===== config.mk =====
export PLATFORM = sky130hd
export DESIGN_NAME = priority_ready_queue_scheduler
export DESIGN_NICKNAME = d
export VERILOG_FILES = /design/src/prqs_pkg.sv /design/src/priority_ready_queue_scheduler.sv
export SDC_FILE = /design/constraint.sdc
export NUM_CORES = 1
export LEC_CHECK = 0
export BUFFER_PORTS_ARGS = -buffer_cell sky130_fd_sc_hd__buf_4
export CAP_MARGIN = 20
export CELL_PAD_IN_SITES_DETAIL_PLACEMENT = 1
export CELL_PAD_IN_SITES_GLOBAL_PLACEMENT = 2
export CORE_UTILIZATION = 44
export CTS_BUF_LIST = sky130_fd_sc_hd__clkbuf_4
export CTS_CLUSTER_DIAMETER = 40
export CTS_CLUSTER_SIZE = 12
export DETAILED_ROUTE_END_ITERATION = 6
export PLACE_DENSITY_LB_ADDON = 0.1
export REMOVE_ABC_BUFFERS = 1
export SLEW_MARGIN = 20
export SYNTH_ARGS = -nofsm -noshare
export SYNTH_HDL_FRONTEND = slang
export SYNTH_SLANG_ARGS = --single-unit

===== constraint.sdc =====
create_clock -name i_clk -period 3.86 [get_ports i_clk]
set_clock_uncertainty 0.15 [all_clocks]
set_input_delay 0.386 -clock i_clk [delete_from_list [all_inputs] [get_ports i_clk]]
set_output_delay 0.386 -clock i_clk [all_outputs]
set_load 0.02 [all_outputs]

===== src/prqs_pkg.sv =====
// ----------------------------------------------------------------------------
// prqs_pkg
// Shared types and codes for the priority ready-queue scheduler.
// ----------------------------------------------------------------------------
package prqs_pkg;

    // Operation codes carried in the input word
    typedef enum logic [2:0] {
        OP_CREATE   = 3'd0,
        OP_READY    = 3'd1,
        OP_BLOCK    = 3'd2,
        OP_CHPRI    = 3'd3,
        OP_EXIT     = 3'd4,
        OP_SCHEDULE = 3'd5
    } t_op;

    // Result status codes
    typedef enum logic [2:0] {
        ST_OK         = 3'd0,
        ST_ALREADY    = 3'd1,
        ST_NOT_READY  = 3'd2,
        ST_NOT_HEAD   = 3'd3,
        ST_NO_FREE    = 3'd4,
        ST_NONE_READY = 3'd5,
        ST_BAD_SLOT   = 3'd6
    } t_status;

    localparam int OP_W    = 3;
    localparam int THR_W   = 3;
    localparam int PRI_W   = 5;
    localparam int OPRI_W  = 4;
    localparam int IN_W    = 16;
    localparam int OUT_W   = 16;

    // Sequencer states, one-hot
    typedef enum logic [8:0] {
        S_IDLE      = 9'b000000001,
        S_SCAN_SLOT = 9'b000000010,
        S_SCAN_LVL  = 9'b000000100,
        S_SCHED     = 9'b000001000,
        S_EXEC      = 9'b000010000,
        S_APP_RD    = 9'b000100000,
        S_APP_WR    = 9'b001000000,
        S_BLK       = 9'b010000000,
        S_DONE      = 9'b100000000
    } t_state;

endpackage


===== src/priority_ready_queue_scheduler.sv =====
// ----------------------------------------------------------------------------
// priority_ready_queue_scheduler
// Thread-slot table with one FIFO ready list per priority level, run by a
// small sequencer with a slot scan counter and a separate level scan counter.
// ----------------------------------------------------------------------------
// Ready and change pass exec, append read and append write; block passes
// exec and the block state; exit ends in exec. Create scans slots one per
// cycle, schedule scans levels one per cycle. One word at a time, the next
// word taken once the result loads and the sequencer is idle; s_axis_tready
// is high only when idle, and a new word is taken while the previous result
// still waits. Reset (synchronous) empties lists, frees slots.
module priority_ready_queue_scheduler
    import prqs_pkg::*;
#(
    parameter int THREADS = 8,
    parameter int LEVELS  = 16
) (
    input  logic             i_clk,
    input  logic             i_rst_n,
    input  logic             s_axis_tvalid,
    output logic             s_axis_tready,
    // [2:0] operation, [5:3] thread, [10:6] priority_req (signed), rest zero
    input  logic [IN_W-1:0]  s_axis_tdata,
    output logic             m_axis_tvalid,
    input  logic             m_axis_tready,
    // [2:0] status, [5:3] thread_out, [9:6] old_priority, rest zero
    output logic [OUT_W-1:0] m_axis_tdata
);

    localparam int TW = (THREADS > 1) ? $clog2(THREADS) : 1;
    localparam int LW = (LEVELS > 1) ? $clog2(LEVELS) : 1;

    // ---------------- sequencer and item registers ----------------
    t_state               r_state;
    t_op                  r_op;
    logic [TW-1:0]        r_slot;      // slot acted on, also the create scan index
    logic                 r_bad;       // thread field at or above THREADS
    logic [PRI_W-1:0]     r_praw;
    logic [LW-1:0]        r_lvl;       // schedule scan index

    t_status              r_status;
    logic [THR_W-1:0]     r_tout;
    logic [OPRI_W-1:0]    r_oldp;

    logic                 r_out_valid;
    logic [OUT_W-1:0]     r_out_data;

    // ---------------- slot table (flops, cleared by reset) ----------------
    logic [THREADS-1:0]   r_slot_used;
    logic [THREADS-1:0]   r_slot_ready;
    logic [THREADS-1:0]   r_slot_has_next;
    logic [LW-1:0]        r_slot_prio [THREADS];
    logic [LEVELS-1:0]    r_level_nonempty;

    // ---------------- list memories (no reset, guarded by flags) ----------------
    logic [TW-1:0]        mem_head [LEVELS];
    logic [TW-1:0]        mem_tail [LEVELS];
    logic [TW-1:0]        mem_next [THREADS];
    logic [TW-1:0]        r_head_q;
    logic [TW-1:0]        r_tail_q;
    logic [TW-1:0]        r_next_q;

    // ---------------- decode of the incoming word ----------------
    logic                 w_accept;
    logic [TW+THR_W-1:0]  w_thr_ext;
    logic [LW+PRI_W-1:0]  w_praw_ext;
    logic [LW-1:0]        w_preq;       // request clamped to the top level
    logic                 w_pneg;
    logic [LW-1:0]        w_prio;       // current level of r_slot
    logic [TW+THR_W-1:0]  w_slot_ext;
    logic [LW+OPRI_W-1:0] w_prio_ext;
    logic [TW+THR_W-1:0]  w_head_ext;
    logic [LW-1:0]        w_head_raddr;
    logic                 w_head_we;
    logic [TW-1:0]        w_head_wdata;

    assign w_accept   = s_axis_tvalid & s_axis_tready;
    assign w_thr_ext  = {{TW{1'b0}}, s_axis_tdata[5:3]};
    assign w_praw_ext = {{LW{1'b0}}, r_praw};
    assign w_pneg     = r_praw[PRI_W-1];
    assign w_preq     = (w_praw_ext >= (LW+PRI_W)'(LEVELS)) ? LW'(LEVELS - 1)
                                                            : w_praw_ext[LW-1:0];
    assign w_prio     = r_slot_prio[r_slot];
    assign w_slot_ext = {{THR_W{1'b0}}, r_slot};
    assign w_prio_ext = {{OPRI_W{1'b0}}, w_prio};
    assign w_head_ext = {{THR_W{1'b0}}, r_head_q};

    // head memory is read at the scan level during schedule, else at the
    // slot's own level
    assign w_head_raddr = (r_state == S_SCAN_LVL) ? r_lvl : w_prio;

    // head write: new head on append to an empty list, successor on block
    always_comb begin
        w_head_we    = 1'b0;
        w_head_wdata = r_slot;
        if (r_state == S_APP_WR && !r_level_nonempty[w_prio]) begin
            w_head_we = 1'b1;
        end else if (r_state == S_BLK && r_slot_ready[r_slot]
                     && r_level_nonempty[w_prio] && r_head_q == r_slot
                     && r_slot_has_next[r_slot]) begin
            w_head_we    = 1'b1;
            w_head_wdata = r_next_q;
        end
    end

    always_ff @(posedge i_clk) begin
        r_head_q <= mem_head[w_head_raddr];
        if (w_head_we) begin
            mem_head[w_prio] <= w_head_wdata;
        end
    end

    always_ff @(posedge i_clk) begin
        r_tail_q <= mem_tail[w_prio];
        if (r_state == S_APP_WR) begin
            mem_tail[w_prio] <= r_slot;
        end
    end

    always_ff @(posedge i_clk) begin
        r_next_q <= mem_next[r_slot];
        if (r_state == S_APP_WR && r_level_nonempty[w_prio]) begin
            mem_next[r_tail_q] <= r_slot;
        end
    end

    // ---------------- sequencer ----------------
    always_ff @(posedge i_clk) begin
        if (!i_rst_n) begin
            r_state          <= S_IDLE;
            r_op             <= OP_CREATE;
            r_slot           <= '0;
            r_bad            <= 1'b0;
            r_praw           <= '0;
            r_lvl            <= '0;
            r_status         <= ST_OK;
            r_tout           <= '0;
            r_oldp           <= '0;
            r_out_valid      <= 1'b0;
            r_slot_used      <= '0;
            r_slot_ready     <= '0;
            r_slot_has_next  <= '0;
            r_level_nonempty <= '0;
            for (int i = 0; i < THREADS; i++) begin
                r_slot_prio[i] <= '0;
            end
        end else begin
            // S_DONE reloads the output register itself
            if (m_axis_tvalid && m_axis_tready && r_state != S_DONE) begin
                r_out_valid <= 1'b0;
            end

            unique case (r_state)
                S_IDLE: begin
                    if (w_accept) begin
                        r_op     <= t_op'(s_axis_tdata[2:0]);
                        r_praw   <= s_axis_tdata[10:6];
                        r_bad    <= (w_thr_ext >= (TW+THR_W)'(THREADS));
                        r_lvl    <= '0;
                        r_status <= ST_OK;
                        r_tout   <= '0;
                        r_oldp   <= '0;
                        unique case (s_axis_tdata[2:0])
                            OP_CREATE: begin
                                r_slot  <= '0;
                                r_state <= S_SCAN_SLOT;
                            end
                            OP_SCHEDULE: begin
                                r_slot  <= w_thr_ext[TW-1:0];
                                r_state <= S_SCAN_LVL;
                            end
                            OP_READY, OP_BLOCK, OP_CHPRI, OP_EXIT: begin
                                r_slot  <= w_thr_ext[TW-1:0];
                                r_state <= S_EXEC;
                            end
                            default: begin
                                // undefined codes are dropped without a result
                                r_state <= S_IDLE;
                            end
                        endcase
                    end
                end

                S_SCAN_SLOT: begin
                    if (!r_slot_used[r_slot]) begin
                        r_slot_used[r_slot]  <= 1'b1;
                        r_slot_ready[r_slot] <= 1'b0;
                        r_slot_prio[r_slot]  <= w_pneg ? '0 : w_preq;
                        r_tout               <= w_slot_ext[THR_W-1:0];
                        r_state              <= S_APP_RD;
                    end else if (r_slot == TW'(THREADS - 1)) begin
                        r_status <= ST_NO_FREE;
                        r_state  <= S_DONE;
                    end else begin
                        r_slot <= r_slot + 1'b1;
                    end
                end

                S_SCAN_LVL: begin
                    if (r_level_nonempty[r_lvl]) begin
                        r_state <= S_SCHED;   // head read lands next cycle
                    end else if (r_lvl == LW'(LEVELS - 1)) begin
                        r_status <= ST_NONE_READY;
                        r_state  <= S_DONE;
                    end else begin
                        r_lvl <= r_lvl + 1'b1;
                    end
                end

                S_SCHED: begin
                    r_tout  <= w_head_ext[THR_W-1:0];
                    r_state <= S_DONE;
                end

                S_EXEC: begin
                    if (r_bad || !r_slot_used[r_slot]) begin
                        r_status <= ST_BAD_SLOT;
                        r_state  <= S_DONE;
                    end else begin
                        unique case (r_op)
                            OP_READY: begin
                                if (r_slot_ready[r_slot]) begin
                                    r_status <= ST_ALREADY;
                                    r_state  <= S_DONE;
                                end else begin
                                    r_state <= S_APP_RD;
                                end
                            end
                            OP_BLOCK: begin
                                if (!r_slot_ready[r_slot]) begin
                                    r_status <= ST_NOT_READY;
                                    r_state  <= S_DONE;
                                end else begin
                                    r_state <= S_BLK;
                                end
                            end
                            OP_CHPRI: begin
                                if (r_slot_ready[r_slot]) begin
                                    r_status <= ST_BAD_SLOT;
                                    r_state  <= S_DONE;
                                end else begin
                                    r_oldp <= w_prio_ext[OPRI_W-1:0];
                                    if (!w_pneg) begin
                                        r_slot_prio[r_slot] <= w_preq;
                                    end
                                    r_state <= S_APP_RD;
                                end
                            end
                            OP_EXIT: begin
                                if (r_slot_ready[r_slot]) begin
                                    r_status <= ST_BAD_SLOT;
                                end else begin
                                    r_slot_used[r_slot]     <= 1'b0;
                                    r_slot_prio[r_slot]     <= '0;
                                    r_slot_has_next[r_slot] <= 1'b0;
                                end
                                r_state <= S_DONE;
                            end
                            default: begin
                                r_state <= S_DONE;
                            end
                        endcase
                    end
                end

                S_APP_RD: begin
                    // tail of the slot's level is read this cycle
                    r_state <= S_APP_WR;
                end

                S_APP_WR: begin
                    if (r_level_nonempty[w_prio]) begin
                        r_slot_has_next[r_tail_q] <= 1'b1;
                    end else begin
                        r_level_nonempty[w_prio] <= 1'b1;
                    end
                    r_slot_has_next[r_slot] <= 1'b0;
                    r_slot_ready[r_slot]    <= 1'b1;
                    r_state                 <= S_DONE;
                end

                S_BLK: begin
                    if (!r_level_nonempty[w_prio] || r_head_q != r_slot) begin
                        r_status <= ST_NOT_HEAD;
                    end else begin
                        if (!r_slot_has_next[r_slot]) begin
                            r_level_nonempty[w_prio] <= 1'b0;
                        end
                        r_slot_has_next[r_slot] <= 1'b0;
                        r_slot_ready[r_slot]    <= 1'b0;
                    end
                    r_state <= S_DONE;
                end

                S_DONE: begin
                    // wait for the output register to free up
                    if (!r_out_valid || m_axis_tready) begin
                        r_out_valid <= 1'b1;
                        r_out_data  <= {{(OUT_W-OP_W-THR_W-OPRI_W){1'b0}},
                                        r_oldp, r_tout, r_status};
                        r_state     <= S_IDLE;
                    end
                end

                default: begin
                    r_state <= S_IDLE;
                end
            endcase
        end
    end

    assign s_axis_tready = (r_state == S_IDLE);
    assign m_axis_tvalid = r_out_valid;
    assign m_axis_tdata  = r_out_data;

    // ---------------- checks ----------------
    a_ready_is_used: assert property (@(posedge i_clk) disable iff (!i_rst_n)
        (r_slot_ready & ~r_slot_used) == '0)
        else $error("ready slot not allocated");

    a_append_not_listed: assert property (@(posedge i_clk) disable iff (!i_rst_n)
        (r_state == S_APP_WR) |-> !r_slot_ready[r_slot])
        else $error("append of a slot already in a list");

    a_none_ready_empty: assert property (@(posedge i_clk) disable iff (!i_rst_n)
        (r_state == S_DONE && r_status == ST_NONE_READY) |-> (r_level_nonempty == '0))
        else $error("none-ready reported with a non-empty level");

    a_sched_hit: assert property (@(posedge i_clk) disable iff (!i_rst_n)
        (r_state == S_SCHED) |-> $past(r_level_nonempty[r_lvl]))
        else $error("schedule picked an empty level");

endmodule

-- Word level (Yosys, flattened, before mapping)
Memories as Yosys holds them, arrays and structs flattened. A register that Yosys moved wholly into a read port is not among the register bits.
Index checks and enable logic that the tools add are counted.
Widths: inputs -> output; s select.
- input port bits: 20
- RAM bits: 152
- memories kept: 4
- flip-flop bits (word level): 86
- word-level logic and storage cells: 252
- memory list (name ; words ; width ; rd ports ; clocked after Yosys merged registers in ; wr ports ; RTL line ; source):
    mem_head ; 16 ; 3 ; 1 ; 1 ; 1 ; priority_ready_queue_scheduler.sv:56 ; logic [TW-1:0] mem_head [LEVELS];
    mem_tail ; 16 ; 3 ; 1 ; 1 ; 1 ; priority_ready_queue_scheduler.sv:57 ; logic [TW-1:0] mem_tail [LEVELS];
    r_slot_prio ; 8 ; 4 ; 1 ; 1 ; 8 ; priority_ready_queue_scheduler.sv:52 ; logic [LW-1:0] r_slot_prio [THREADS];
    mem_next ; 8 ; 3 ; 1 ; 1 ; 1 ; priority_ready_queue_scheduler.sv:58 ; logic [TW-1:0] mem_next [THREADS];
- reduce and logical (&&, ||, !) cells: 45
- muxes and demuxes: 116
- bitwise gates (word level): 14
- $add $sub $neg: 2
- equality and inequality tests: 47
- $lt $le $gt $ge: 9
- operators with widths (cell ; number):
    $mux 8 ; 13
    $mux 9 ; 9
    $pmux 9 s7 ; 1
    $mux 3 ; 19
    $mux 16 ; 3
    $mux 4 ; 12
    $pmux 8 s3 ; 2
    $mux 1 ; 38
    $and 8x8->8 ; 4
    $pmux 16 s2 ; 1
    $ne 2x2->1 const B ; 13
    $or 8x8->8 ; 3
    $reduce_and 5->1 ; 4
    $pmux 3 s3 ; 2
    $pmux 9 s2 ; 1
    $and 16x16->16 ; 1
    $not 16->16 ; 1
    $or 16x16->16 ; 1
    $pmux 4 s2 ; 2
    $pmux 8 s2 ; 1
    $pmux 3 s5 ; 1
    $pmux 5 s3 ; 1
    $eq 3x2->1 const B ; 4
    $eq 3x3->1 const B ; 4
    51 further kinds ; 92

-- Logic depth before layout (Yosys ltp)
Gate-level depths: netlist of the first run.
- depth after elaboration: 12
- gate-level depth with buffers: 13
- mapped depth without buffers: 8

-- Worst setup path before layout of the first run
OpenSTA, ideal clock, no wires.
- kind: flip-flop to flip-flop
- start point: register (tool-made name)
- end point: memory mem_head[12][0] (netlist name) (enable)
- setup slack: 0.539 ns
- data required time: 3.402 ns
- arrival time: 2.864 ns
- cell stages (with the launch flop): 13
- setup time: 0.308 ns
- cell sequence: dfxtp_1 buf_6 mux2i_1 mux4_2 buf_6 mux2i_1 mux2i_1 nor2b_1 or4_4 buf_6 mux2_4 buf_6 nor2_2
- RTL lines (item ; RTL line):
    to (decl) ; priority_ready_queue_scheduler.sv:56

==> results of run 1 <==
synth_stat cells, types with 6 or more instances:
master / n
buf_2: 8
nand2b_1: 10
nand2_1: 83
buf_4: 8
nor2b_1: 23
mux4_2: 13
a221o_1: 12
or2_2: 12
a311oi_1: 11
edfxtp_1: 162
o221a_2: 25
a221oi_1: 7
and3_1: 9
mux2_2: 21
nor3_1: 30
xor2_1: 6
a21oi_1: 39
dfxtp_1: 87
o211ai_1: 6
nor2_1: 125
a22oi_1: 7
nor2_2: 10
and2_1: 8
nand3_1: 24
a211oi_1: 17
inv_1: 13
o22ai_1: 10
o21ai_0: 23
clkbuf_1: 39
mux2i_1: 60
nor4_2: 6
power groups by stage:
stage                     Sequential (mW)  Clock [mW]  Combinational (mW)
after floorplan                      3.03           0               0.497
after global placement               3.04           0               0.808
after detailed placement             3.04           0               0.819
after CTS                            2.98        1.80               0.844
after global routing                 2.99        1.89               0.913
final                                2.98        1.75               0.844
final cells by class:
class | count | area (µm²)
diodes | 1 | 2.50
clock buffers | 41 | 308
clock inverters | 24 | 219
fillers | 2760 | 12500
inverters | 14 | 52.6
multi-input cells | 669 | 4530
flip-flops and latches | 249 | 6610
well taps | 330 | 413
repair buffers | 93 | 738
timing repair:
item / CTS / global route
hold buffers: 17 / 0
setup endpoints to repair: 0 / 23
gates resized for setup: 0 / 1
endpoints found under the hold margin: 12 / 0
worst paths after layout:
kind                             startpoint  slack (ns)              end  depth (start not counted)
worst max-delay path                   flop        0.19  mem_head[15][1]                          8
worst min-delay path                i_rst_n        0.04       r_state[0]                          2
worst max register to register         flop        0.19  mem_head[15][1]                          8
worst min register to register  r_status[2]        0.29  m_axis_tdata[2]                          0
through the flow:
stage               power [mW]  TNS [ns]  utilization  hold slack [ns]
floorplan                 3.53    -14.42            -            0.258
global placement          3.85         0        0.480            0.266
detailed placement        3.86         0        0.481            0.265
CTS                       5.63         0        0.508           0.0161
global route              5.80         0        0.508           0.0330
finish                    5.58         0        0.508           0.0355
cells by family (layout without fill, tap and decap cells):
kind of cell,count (synthesis),in the layout,synth area share
DFF,249,249,0.577
other,1,7,0.000327
xor gates and xnor gates,6,6,0.00459
and+or+nand+nor,380,380,0.168
adders and majority gates,3,3,0.00328
muxes,95,95,0.100
buffers and inverters,74,172,0.0304
AOI/OAI and AO/OA,179,179,0.117
routing by layer:
layer | GRT usage | share of wire
met4 | 0.0629 | 0.020
met2 | 0.400 | 0.48
met1 | 0.321 | 0.46
met5 | 0 | 0
met3 | 0.0322 | 0.033
==> flow_summary.json, run 1 <==
{
  "hold_viol_final": 0,
  "finalMaxSlewViolations": 0,
  "via_count": 8142,
  "clkPwrFrac": 0.314,
  "comb_power_share": 0.151,
  "powerDensity_nw_per_um2": 434,
  "internal_power_mw": 3.93,
  "grt_usage": 0.238,
  "crit_buf_inv": 0,
  "setup_slack_ns": 0.192,
  "synthDistinctLibCells": 67,
  "final_cell_mix": "edfxtp_1, nor2_1, dfxtp_1",
  "ir_worst_vdd_uv": 243,
  "nNetsFinal": 1088,
  "htreeDepth": 2,
  "crit_chain": "mux2i_1 -> mux4_2 -> mux2i_1 -> mux2i_1 -> nor2b_1 -> or4_4 -> nor2_1 -> mux2_2",
  "gr-total-overflow": 0,
  "synth.area.top_cells": "edfxtp_1, dfxtp_1, mux2i_1",
  "rsz0062_at_grt": "false",
  "drv_cap": 0,
  "drtAntennaViolNets": 0,
  "die_w_um": 163,
  "die_area_um2": 26700,
  "synthArstFlopShare": 0,
  "place.gp.congestion": 0.790,
  "post-route-period-util": 0.950,
  "cts_tree": "yes",
  "critPathCaptureType": "flop",
  "core_um2": 25300,
  "grt_pass1_vias": 8357,
  "slew_headroom": 0.392,
  "antenna_found_initial": 1,
  "start_util": 0.452,
  "setup_viol": 0,
  "post_cts_buffers": 0,
  "synth_top_cell_area_share": 0.425,
  "clock_latency_ns": 0.65,
  "worst_pin_slew_ns": 0.900,
  "pre_cts_ws_ns": 0.167,
  "via_per_inst": 5.73,
  "drive_above_1_share": 0.220,
  "place_area_um2": 12200,
  "arrival_ns": 3.85,
  "syn_area_per_cell_um2": 11.6,
  "dp.cells": 1338,
  "status": "finished, final reports clean",
  "crit_top_cell": "mux2i_1",
  "startpoint_type": "flop",
  "critPathMaxStageDelay_ns": 0.69,
  "critPathKind": "reg2reg",
  "yosysSeqAreaShare": 0.577,
  "wirelength_um": 30900,
  "hpwlAfterDp_um": 21800,
  "syn2layout_area_growth_pct": 12.4,
  "synth-edff-count": 162,
  "power_switching_mw": 1.65,
  "slowest_stage": "mux4_2",
  "cts_num_sinks": 249,
  "mostFrequentLayoutCell": "edfxtp_1",
  "synth_cells": 987,
  "first_pass_iters": 4,
  "wl_per_cell_um": 21.8,
  "clock-root-buffer": "clkbuf_4",
  "period_needed_ns": 3.67,
  "synth.cell_area_um2": 11500,
  "drt_iter0_markers": 461,
  "ys_ff_latch": 249,
  "ys_warn_count": 0,
  "p_sw_frac": 0.295,
  "worstPathRequired_ns": 4.04,
  "die_height_um": 163,
  "fmax_mhz": 273,
  "path_delay_family": "multiplexers",
  "yosysTopAreaCell": "edfxtp_1",
  "numCtsBuffers": 38,
  "portBuffers": 26,
  "fin_area_um2": 12900,
  "synth_flop_cell": "edfxtp_1",
  "seq_power_share": 0.535,
  "clk_pin_slew_ns": 0.13,
  "grt_pass1_wl_um": 48000,
  "cp_max_fo": 16,
  "clockBufferDepth": 3,
  "grt_max_degree": 51,
  "p_leak_nw": 4.63,
  "boundaryPins": 38,
  "route.detailed.drc": 0,
  "rows": 58,
  "fin_cells": 1421,
  "hold_path.class": "in2reg"
}
No activity file was read; power rests on OpenSTA's default activity.
==> inputs of run 2 (changes only) <==
--- a/config.mk
+++ b/config.mk
@@ -5,15 +5,15 @@
 export SDC_FILE = /design/constraint.sdc
 export NUM_CORES = 1
 export LEC_CHECK = 0
-export BUFFER_PORTS_ARGS = -buffer_cell sky130_fd_sc_hd__buf_4
 export CAP_MARGIN = 20
 export CELL_PAD_IN_SITES_DETAIL_PLACEMENT = 1
 export CELL_PAD_IN_SITES_GLOBAL_PLACEMENT = 2
-export CORE_UTILIZATION = 44
+export CORE_UTILIZATION = 45
 export CTS_BUF_LIST = sky130_fd_sc_hd__clkbuf_4
 export CTS_CLUSTER_DIAMETER = 40
 export CTS_CLUSTER_SIZE = 12
 export DETAILED_ROUTE_END_ITERATION = 6
+export DONT_BUFFER_PORTS = 1
 export PLACE_DENSITY_LB_ADDON = 0.1
 export REMOVE_ABC_BUFFERS = 1
 export SLEW_MARGIN = 20
==> run 2 against run 1 <==
  * First-iteration DRC count up 0.22%
  * Clock power up 9.7%
  * Sequential power about the same
  * Final cell count down 1.8%
  * Design area down 0.91%
  * Power up 2.5%
  * Via count up 1.3%
  * Wire length up 0.88%
  * Critical path depth unchanged
  * Hold slack better by 0.024 ns
  * Sequential share of layout area up 0.47 points
  * Non-clock buffer count down 27
==> flow_summary.json, run 2 (synthesized netlist as in run 1, its figures left out) <==
{
  "via_count": 8251,
  "p_leak_nw": 4.54,
  "syn2layout_area_growth_pct": 11.4,
  "post_cts_buffers": 0,
  "place.gp.congestion": 0.819,
  "grt_max_degree": 48,
  "post-route-period-util": 0.954,
  "first_pass_iters": 5,
  "critPathCaptureType": "flop",
  "finalMaxSlewViolations": 0,
  "hold_path.class": "in2reg",
  "route.detailed.drc": 0,
  "slowest_stage": "mux4_2",
  "fin_area_um2": 12800,
  "crit_chain": "mux2i_1 -> mux4_2 -> mux2i_1 -> mux2i_1 -> nor2b_1 -> or4_4 -> nor2_1 -> mux2_2",
  "cp_max_fo": 16,
  "drtAntennaViolNets": 0,
  "clockBufferDepth": 3,
  "nNetsFinal": 1059,
  "hpwlAfterDp_um": 21800,
  "worst_pin_slew_ns": 0.947,
  "worstPathRequired_ns": 4.03,
  "place_area_um2": 12000,
  "core_um2": 25000,
  "wl_per_cell_um": 22.4,
  "final_cell_mix": "edfxtp_1, nor2_1, dfxtp_1",
  "grt_usage": 0.245,
  "via_per_inst": 5.91,
  "drt_iter0_markers": 462,
  "arrival_ns": 3.86,
  "portBuffers": 0,
  "clk_pin_slew_ns": 0.11,
  "slew_headroom": 0.360,
  "critPathKind": "reg2reg",
  "fmax_mhz": 271,
  "cts_num_sinks": 249,
  "hold_start": "s_axis_tdata[5]",
  "hold_viol_final": 0,
  "reg2reg_depth": 8,
  "htreeDepth": 2,
  "numCtsBuffers": 36,
  "period_needed_ns": 3.68,
  "critPathMaxStageDelay_ns": 0.69,
  "antenna_found_initial": 1,
  "boundaryPins": 38,
  "drv_cap": 0,
  "die_w_um": 162,
  "startpoint_type": "flop",
  "cts_tree": "yes",
  "ir_worst_vdd_uv": 279,
  "grt_pass1_wl_um": 48700,
  "gr-total-overflow": 0,
  "drive_above_1_share": 0.204,
  "wirelength_um": 31200,
  "clock_latency_ns": 0.67,
  "mostFrequentLayoutCell": "edfxtp_1",
  "powerDensity_nw_per_um2": 448,
  "min_path_cells": 4,
  "fin_util": 0.510,
  "clock-root-buffer": "clkbuf_4",
  "setup_viol": 0,
  "grt_pass1_vias": 8623,
  "die_height_um": 162,
  "hold_ws_ns": 0.0590,
  "die_area_um2": 26100,
  "status": "finished, final reports clean",
  "rows": 58,
  "crit_top_cell": "mux2i_1",
  "rsz0062_at_grt": "false",
  "start_util": 0.457
}
-- run 2: layout make-up --
type                    instances  area (µm²)
inverters                      14        52.6
flip-flops and latches        249        6610
clock buffers                  44         330
well taps                     330         413
repair buffers                 66         546
diodes                          1        2.50
clock inverters                22         267
fillers                      2661       12300
multi-input cells             669        4540
-- run 2: timing repair --
item                                   in CTS  in global routing
setup endpoints to repair                   0                 57
endpoints found under the hold margin      88                  0
gates resized for setup                     0                  2
hold buffers                               16                  0
-- run 2: worst paths after layout --
check | to | slack [ns]
max reg2reg | mem_head[2][1] | 0.18
min | r_slot[2] | 0.06
min reg2reg | m_axis_tdata[9] | 0.29
max | mem_head[2][1] | 0.18
-- run 2: power breakdown --
group	internal (mW)	switching, mW
Combinational	0.295	0.528
Clock	0.916	0.999
Sequential	2.91	0.0736
-- run 2: metrics by stage --
step | total power, mW | worst slack [ns] | TNS [ns] | cells
2_1_floorplan | 3.53 | -0.566 | -14.42 | 932
3_3_place_gp | 3.81 | 0.166 | 0 | 1312
3_5_place_dp | 3.83 | 0.0612 | 0 | 1312
4_1_cts | 5.78 | 0.00929 | 0 | 1394
5_1_grt | 5.95 | 0.00328 | 0 | 1395
6_report | 5.72 | 0.177 | 0 | 1395
-- run 2: metal layers --
metal / global-route usage / wire (µm) / vias to the layer above
li1: - / - / 3826
met1: 0.320 / 13700 / 4210
met3: 0.0352 / 1260 / 43
met5: 0 / 0 / -
met2: 0.423 / 15600 / 172
met4: 0.0690 / 662 / 0
-- run 2: critical path, delay by kind of cell (launching register included) --
kind,cells,cell delay (ns)
simple gates,3,0.93
flops,1,0.53
mux,5,1.71
==> inputs of run 3 (changes only) <==
==> constraint.sdc (replaced) <==
create_clock -name i_clk -period 3.86 [get_ports i_clk]
set_clock_uncertainty 0.15 [all_clocks]
set_input_delay 0.386 -clock i_clk [delete_from_list [all_inputs] [get_ports i_clk]]
set_output_delay 0.386 -clock i_clk [all_outputs]
set_load 0.005 [all_outputs]
==> run 3 against run 2 <==
  * Setup slack better by 0.016 ns
  * Die area unchanged
  * Critical path depth unchanged
  * Clock power down 9%
  * Non-clock buffer count up 5
  * Via count down 0.84%
==> flow_summary.json, run 3 (synthesized netlist as in run 1, its figures left out) <==
{
  "cp_max_fo": 16,
  "n_fill_cell": 2641,
  "wl_met2_um": 15800,
  "ff2ff_setup_slack_ns": 0.19,
  "crit_chain": "mux2i_1 -> mux4_2 -> mux2i_1 -> mux2i_1 -> nor2b_1 -> or4_4 -> nor2_1 -> mux2_2",
  "boundaryPins": 38,
  "hold_path.class": "in2reg",
  "portBuffers": 0,
  "pre_cts_ws_ns": 0.0743,
  "gr-total-overflow": 0,
  "via_per_inst": 5.84,
  "first_pass_iters": 5,
  "die_height_um": 162,
  "grt_max_degree": 48,
  "wl_met1_um": 13400,
  "wl_per_cell_um": 22.5,
  "finalMaxSlewViolations": 0,
  "clockBufferDepth": 3,
  "hpwlAfterDp_um": 22100,
  "finalSetupTns_ns": 0,
  "die_area_um2": 26100,
  "core_um2": 25000,
  "period_needed_ns": 3.67,
  "highest_layer": "met4",
  "fmax_mhz": 273,
  "hold_ws_ns": 0.0615,
  "slowest_stage": "mux4_2",
  "die_w_um": 162,
  "wirelength_um": 31500,
  "powerDensity_nw_per_um2": 436,
  "worst_pin_slew_ns": 0.885,
  "drtAntennaViolNets": 0,
  "slew_headroom": 0.405,
  "route.detailed.drc": 0,
  "clock-root-buffer": "clkbuf_4",
  "nNetsFinal": 1065,
  "grt_pass1_wl_um": 49000,
  "worstPathRequired_ns": 4.04,
  "mostFrequentLayoutCell": "edfxtp_1",
  "post_cts_buffers": 0,
  "via_count": 8182,
  "cts_num_sinks": 249,
  "htreeDepth": 2,
  "wl_met3_um": 1390,
  "antenna_found_initial": 1,
  "drt_iter0_markers": 424,
  "critPathCapture": "mem_head[14][2]",
  "rows": 58,
  "dp.cells": 1312,
  "final_cell_mix": "edfxtp_1, nor2_1, dfxtp_1",
  "critPathCaptureType": "flop",
  "numCtsBuffers": 37,
  "p_leak_nw": 4.55,
  "fin_cells": 1400,
  "start_util": 0.457,
  "critPathMaxStageDelay_ns": 0.71,
  "rsz0062_at_grt": "false",
  "setup_slack_ns": 0.193,
  "startpoint_type": "flop",
  "critPathKind": "reg2reg",
  "arrival_ns": 3.85,
  "ir_worst_vdd_uv": 258,
  "drive_above_1_share": 0.204,
  "drv_cap": 0,
  "status": "finished, final reports clean",
  "grt_pass1_vias": 8851,
  "grt_usage": 0.247,
  "fin_util": 0.509,
  "syn2layout_area_growth_pct": 11.3,
  "r2r-end": "mem_head[14][2]",
  "crit_top_cell": "mux2i_1",
  "cts_tree": "yes",
  "clock_latency_ns": 0.64,
  "post-route-period-util": 0.950,
  "clk_pin_slew_ns": 0.11,
  "place.gp.congestion": 0.819,
  "reg2reg_depth": 8,
  "hold_viol_final": 0,
  "setup_viol": 0
}
[run 3: cell types whose count changed in the layout (fill, tap and decap cells not counted), sizes merged]
cell         before  now
inv              15   22
dlygate4sd3      15   20
bufinv            5    2
clkbuf           44   43
clkinvlp          5    2
[run 3: worst min path at each step]
stage                     slack (ns)            start              end  cells past startpoint
after detailed placement        0.27        r_oldp[3]  m_axis_tdata[9]                      0
after global routing            0.06  s_axis_tdata[5]        r_slot[2]                      4
final                           0.06  s_axis_tdata[5]        r_slot[2]                      4
after floorplan                 0.26        r_oldp[0]  m_axis_tdata[6]                      0
after CTS                       0.02  s_axis_tdata[5]             flop                      4
after global placement          0.27        r_oldp[3]  m_axis_tdata[9]                      0
[run 3: power by group]
| part | internal, mW | leakage [nW] | switching [mW] |
|---|---|---|---|
| clock network | 0.730 | 0.308 | 1.02 |
| logic | 0.303 | 1.93 | 0.525 |
| registers | 2.91 | 2.32 | 0.0737 |
[run 3: final cells by class]
class	instances	area (µm²)	area share
Clock buffer	43	323	0.0253
Multi-Input combinational cell	669	4540	0.356
Timing Repair Buffer	71	596	0.0467
Inverter	14	52.6	0.00412
Clock inverter	23	211	0.0166
Sequential cell	249	6610	0.519
Antenna cell	1	2.50	0.000196
Tap cell	330	413	0.0324
[run 3: timing repair]
| item | CTS | global route |
|---|---|---|
| endpoints found under the setup margin | 0 | 48 |
| resized for setup | 0 | 1 |
| hold endpoints to repair | 86 | 0 |
| hold buffers | 21 | 0 |
[run 3: per-stage QoR]
step	instance area, µm²	power, mW
6_report	12700	5.56
5_1_grt	12700	5.80
4_1_cts	12700	5.61
3_5_place_dp	12000	3.83
3_3_place_gp	12000	3.80
2_1_floorplan	11200	3.52
[run 3: worst max-delay path, delay by kind of cell (launching register included)]
family	cells	cell delay [ns]
and+or+nand+nor	3	0.92
DFF	1	0.54
muxes	5	1.73
[run 3: routing by layer]
layer / GRT usage / up-vias
met5: 0 / -
met4: 0.0879 / 0
met3: 0.0413 / 51
met2: 0.429 / 192
met1: 0.311 / 4091
li1: - / 3848
